## src/lips_pkg.sv

```systemverilog
// Package for the learned-index predecessor search unit.
// Holds field widths, op and register codes, shared types and the controller states.
// No dependencies.
package lips_pkg;

  localparam int KEY_W  = 32;
  localparam int SLOT_W = 16;
  localparam int OP_W   = 2;
  localparam int SEGC_W = 5;
  localparam int KEYC_W = 16;
  localparam int OFS_W  = 31;
  localparam int APB_AW = 4;
  localparam int APB_DW = 32;
  localparam int POS_W  = 50;

  localparam logic [OP_W-1:0] OP_LOAD_SEG = 2'd0;
  localparam logic [OP_W-1:0] OP_LOAD_KEY = 2'd1;
  localparam logic [OP_W-1:0] OP_QUERY    = 2'd2;

  localparam logic [1:0] REG_SEG_COUNT  = 2'd0;
  localparam logic [1:0] REG_KEY_COUNT  = 2'd1;
  localparam logic [1:0] REG_POS_OFFSET = 2'd2;

  localparam logic signed [KEY_W-1:0] KEY_MIN = 32'sh8000_0000;

  typedef struct packed {
    logic [SEGC_W-1:0] seg_count;
    logic [KEYC_W-1:0] key_count;
    logic [OFS_W-1:0]  pos_offset;
  } cfg_t;

  typedef struct packed {
    logic signed [KEY_W-1:0] first_key;
    logic signed [KEY_W-1:0] slope;
    logic signed [KEY_W-1:0] intercept;
  } seg_t;

  typedef enum logic [2:0] {
    ST_IDLE,
    ST_SEG,
    ST_MUL,
    ST_ADD,
    ST_OFS,
    ST_WIN,
    ST_SCAN,
    ST_FIN
  } state_t;

endpackage

```

## src/lips_cfg.sv

```systemverilog
// APB register file of the predecessor search unit: segment count, key count, offset.
// Depends on lips_pkg.
module lips_cfg
  import lips_pkg::*;
(
  input  logic              clk,
  input  logic              rst_n,
  input  logic              psel,
  input  logic              penable,
  input  logic              pwrite,
  input  logic [APB_AW-1:0] paddr,
  input  logic [APB_DW-1:0] pwdata,
  output logic [APB_DW-1:0] prdata,
  output logic              pready,
  output cfg_t              cfg
);

  cfg_t cfg_r;
  logic wr_en;

  assign pready = 1'b1;
  assign wr_en  = psel && penable && pwrite;
  assign cfg    = cfg_r;

  always_ff @(posedge clk) begin
    if (!rst_n) begin
      cfg_r <= '0;
    end else if (wr_en) begin
      case (paddr[3:2])
        REG_SEG_COUNT:  cfg_r.seg_count  <= pwdata[SEGC_W-1:0];
        REG_KEY_COUNT:  cfg_r.key_count  <= pwdata[KEYC_W-1:0];
        REG_POS_OFFSET: cfg_r.pos_offset <= pwdata[OFS_W-1:0];
        default: ;
      endcase
    end
  end

  always_comb begin
    case (paddr[3:2])
      REG_SEG_COUNT:  prdata = {{(APB_DW-SEGC_W){1'b0}}, cfg_r.seg_count};
      REG_KEY_COUNT:  prdata = {{(APB_DW-KEYC_W){1'b0}}, cfg_r.key_count};
      REG_POS_OFFSET: prdata = {{(APB_DW-OFS_W){1'b0}}, cfg_r.pos_offset};
      default:        prdata = '0;
    endcase
  end

endmodule
```

## config.mk

```make
export PLATFORM = sky130hd
export DESIGN_NAME = lips_cfg
export DESIGN_NICKNAME = d
export VERILOG_FILES = /design/src/lips_pkg.sv /design/src/lips_cfg.sv
export SDC_FILE = /design/constraint.sdc
export NUM_CORES = 1
export LEC_CHECK = 0
export BUFFER_PORTS_ARGS = -buffer_cell sky130_fd_sc_hd__buf_2
export CORE_MARGIN = 2
export CORE_UTILIZATION = 45
export CTS_CLUSTER_DIAMETER = 120
export DETAILED_ROUTE_END_ITERATION = 8
export GPL_ROUTABILITY_DRIVEN = 1
export HOLD_SLACK_MARGIN = 0.03
export PLACE_DENSITY_LB_ADDON = 0.05
export SLEW_MARGIN = 20
export SYNTH_ARGS = -nofsm -noshare
export SYNTH_HDL_FRONTEND = slang
export SYNTH_SLANG_ARGS = --single-unit
```

## constraint.sdc

```tcl
create_clock -name clk -period 1.3 [get_ports clk]
set_input_delay 0.13 -clock clk [delete_from_list [all_inputs] [get_ports clk]]
set_output_delay 0.13 -clock clk [all_outputs]
set_load 0.05 [all_outputs]
```

Word level (Yosys, flattened, before mapping)
Cells that the tools add are included.

cells by class
  reduce and logical (&&, ||, !) cells = 6
  muxes and demuxes = 1
  eq/ne operators = 2

operators by type and width
  operator                                        count
  case mux 31 bit (3 select lines)                1
  AND reduction 2 bit                             3
  == test 2 x 1 -> 1 bit (second input constant)  1
  == test 2 bit (second input constant)           1
  logical AND 1 bit                               2
  logical NOT 2 bit                               1

storage, ports and cells
  input bits = 41
  register bits after elaboration = 52
  output and inout port bits = 85

Logic depth before layout (Yosys ltp)
  word-level depth = 3
  gate-level depth with buffers = 5
  mapped depth without buffers = 3

Worst setup path before layout
Ideal clock, no wire load.

  kind = flip-flop to output port
  start = reg cfg_r, in the netlist cfg[31]
  end = out prdata[0]
  path slack = -0.700 ns
  cell stages (with the launch flop) = 3
  data arrival time = 1.870 ns
  buffers on the path = 0
  cell sequence = dfxtp_1 mux2i_1 o21ai_0

between the ends
  word-level cells in the longest chain between the ends = 1

RTL lines
  element                           line            source
  start: declaration                lips_cfg.sv:18  cfg_t cfg_r;
  case mux 31 bit (3 select lines)  lips_cfg.sv:39  case (paddr[3:2])
  end: declaration                  lips_cfg.sv:13  output logic [APB_DW-1:0] prdata,

Every way passes these cells.

Worst setup path in the final report
  start = reg cfg_r, in the netlist cfg[34]
  end = out prdata[3]

The elaborated chain is that of the path after synthesis.

==> metrics.md <==
| Metric | Value |
|---|---|
| Skew-Pair Late Insertion Delay | `0.30 ns` |
| Total Die Area | `5860 µm²` |
| Critical Path RT | `1.17 ns` |
| Final Max Slew Viols | `0` |
| Synth unique cells | `19` |
| GRT overflow | `0` |
| Final period util | `98.0%` |
| Iter 0 DRT Violations | `66` |
| PortBufs | `120` |
| HP Class | `in2reg` |
| Netlist Area Pre-Place | `2370 µm²` |
| CP startpoint | `cfg[34]` |
| Total clock sinks | `52` |
| Area growth syn-to-layout | `38.1%` |
| CORE AREA | `5110 µm²` |
| Avg Cell Area, Syn | `9.18 µm²` |
| Critical Path End | `prdata[3]` |
| Leak | `0.00156 µW` |
| Fin worst setup slack | `0.0255 ns` |
| # fillers | `459` |
| Max-cap violations | `0` |
| Max reg flops | `52` |
| CTS Buf Count | `5` |
| Reg2Reg Capture Point | `cfg[45]` |
| Post-layout nets | `416` |
| First-pass GRT wire length | `8.71 mm` |
| Drt drc | `0` |
| Row count | `26` |
| Crit. End Element | `primary output` |
| # diodes | `0` |
| Clk buf depth | `2` |
| Yosys reg bits | `52` |
| Final Power | `3090 µW` |
| Startpoint types | `register` |
| Routed Wire Length | `5.42 mm` |
| Setup Buffers After CTS | `0` |
| CTS root buf | `clkbuf_8` |
| Chip width | `76.5 µm` |
| Setup slack, reg-to-reg | `0.67 ns` |
| Status | `finished clean` |
| Reg clk slew, reported paths | `0.09 ns` |
| Hold path start | `pwdata[29]` |
| CTS tree | `built` |
| Predominant post-synthesis flop cell | `dfxtp_1` |
| Largest area contributor in the netlist | `dfxtp_1` |
| Drt first pass iters | `4` |
| R2r startpoint | `cfg[45]` |
| Antenna violations before repair | `0` |
| Most common cell in the synthesized netlist | `nand2_1` |
| Layout cell share with drive strength beyond 1 | `43.1%` |
| Initial core utilization | `46.3%` |
| EDFF count, synth | `0` |
| Commonest cells post-synth | `88 x nand2_1, 57 x mux2i_1, 52 x dfxtp_1, 15 x and2_1, 11 x a22o_1` |
| Synth warn | `0` |
| Fin. Hold Viols | `0` |
| Worst VDD drop | `0.528 mV` |
| Mapped Nets | `299` |
| Synth area leaders | `dfxtp_1 44%, mux2i_1 24%, nand2_1 14%, a22o_1 4.1%, and2_1 4.0%` |
| Placer's final routability congestion estimate | `0.702` |
| Post-CTS Hold Buffers | `0` |
| Fin util | `64.0%` |
| Routed Antenna Nets | `0` |
| Worst-path fanout max | `3` |
| R2r worst-path depth | `2` |
| Post-synth ARST share | `0%` |
| GRT Util Overall | `18.4%` |
| Vias | `2,100` |
| Max Fclk | `0.785 GHz` |
| Vias in the first global route | `1,920` |
| CTS resizes | `0` |
| Largest net degree at the start of global routing | `84` |
| Sequential share of the synthesized area | `44.0%` |
| Crit path arrival time | `1.14 ns` |
| # IOs | `126` |
| CP Class | `reg2out` |
| Mapped Cells | `258` |
| DR vias/cell | `4.71` |
| Hpwl dp | `3.83 mm` |
| Top-area cell type share of the netlist area | `44.0%` |
| Routed WL per cell | `12.1 µm` |
| Pwr/cell area | `946 nW/µm²` |
| Pre-CTS WS | `0.0433 ns` |
| Die height | `76.5 µm` |
| Worst clock skew | `0 ns` |
| # H-tree levels | `2` |
| Final worst path period need | `1.27 ns` |
| Final Setup Violations | `0` |
[placed cells by master (no fill, tap or decap), types with 2 or more instances in the layout]
master / n
mux2i_2: 5
nand2_1: 88
a22o_1: 11
buf_12: 4
dfxtp_2: 10
clkbuf_8: 5
clkbuf_4: 7
conb_1: 2
dfxtp_1: 42
o21ai_4: 5
buf_4: 7
buf_2: 113
and2_1: 15
mux2i_1: 52
[through the flow]
step / instance area (µm²) / hold slack [ns] / TNS, ns / instances
2_1_floorplan: 2440 / 0.272 / 0 / 258
3_3_place_gp: 3120 / 0.378 / 0 / 438
3_5_place_dp: 3120 / 0.382 / 0 / 438
4_1_cts: 3230 / 0.0591 / 0 / 446
5_1_grt: 3270 / 0.0629 / -0.0118 / 446
6_report: 3270 / 0.0637 / 0 / 446
[worst min path at each step]
| stage | endpoint | slack, ns | depth (start not counted) |
|---|---|---|---|
| after floorplan | cfg[16] | 0.27 | 2 |
| after global placement | cfg[22] | 0.38 | 3 |
| after detailed placement | cfg[28] | 0.38 | 3 |
| after CTS | cfg[16] | 0.06 | 3 |
| after global routing | cfg[23] | 0.06 | 3 |
| final | cfg[29] | 0.06 | 3 |
[metal layers]
metal  up-vias  GRT usage [%]  wire [µm]
met5         -              0          0
met4         0           5.45         72
met3         7           5.69        360
met2        71           31.3       2490
met1       940           22.3       2490
li1       1082              -          -
[where the power goes]
| group | leakage [µW] | switching, µW | internal [µW] |
|---|---|---|---|
| Combinational | 0.00108 | 255 | 134 |
| Sequential | 0.000425 | 15.3 | 1610 |
| Clock | 0.0000552 | 502 | 571 |
[final cells by class]
cell class	instances	area, µm²	share of cell area (%)
multi-input cells	184	1260	38.5
flip-flops and latches	52	1050	32.2
repair buffers	132	762	23.3
clock buffers	6	72.6	2.22
clock inverters	2	35.0	1.07
well taps	70	87.6	2.68
[logic make-up after synthesis]
group / Yosys count / share of synthesized area, %
flops: 52 / 44.0
buf+inv: 22 / 6.40
other cells: 2 / 0.317
simple gates: 109 / 20.1
compound gates: 16 / 5.13
mux: 57 / 24.1
[critical path: stages (launching register included)]
cell and delay [ns]:
dfxtp_2 0.34, mux2i_2 0.23, o21ai_4 0.06, clkbuf_4 0.21
Note: power is estimated with default switching activity, not from simulation.
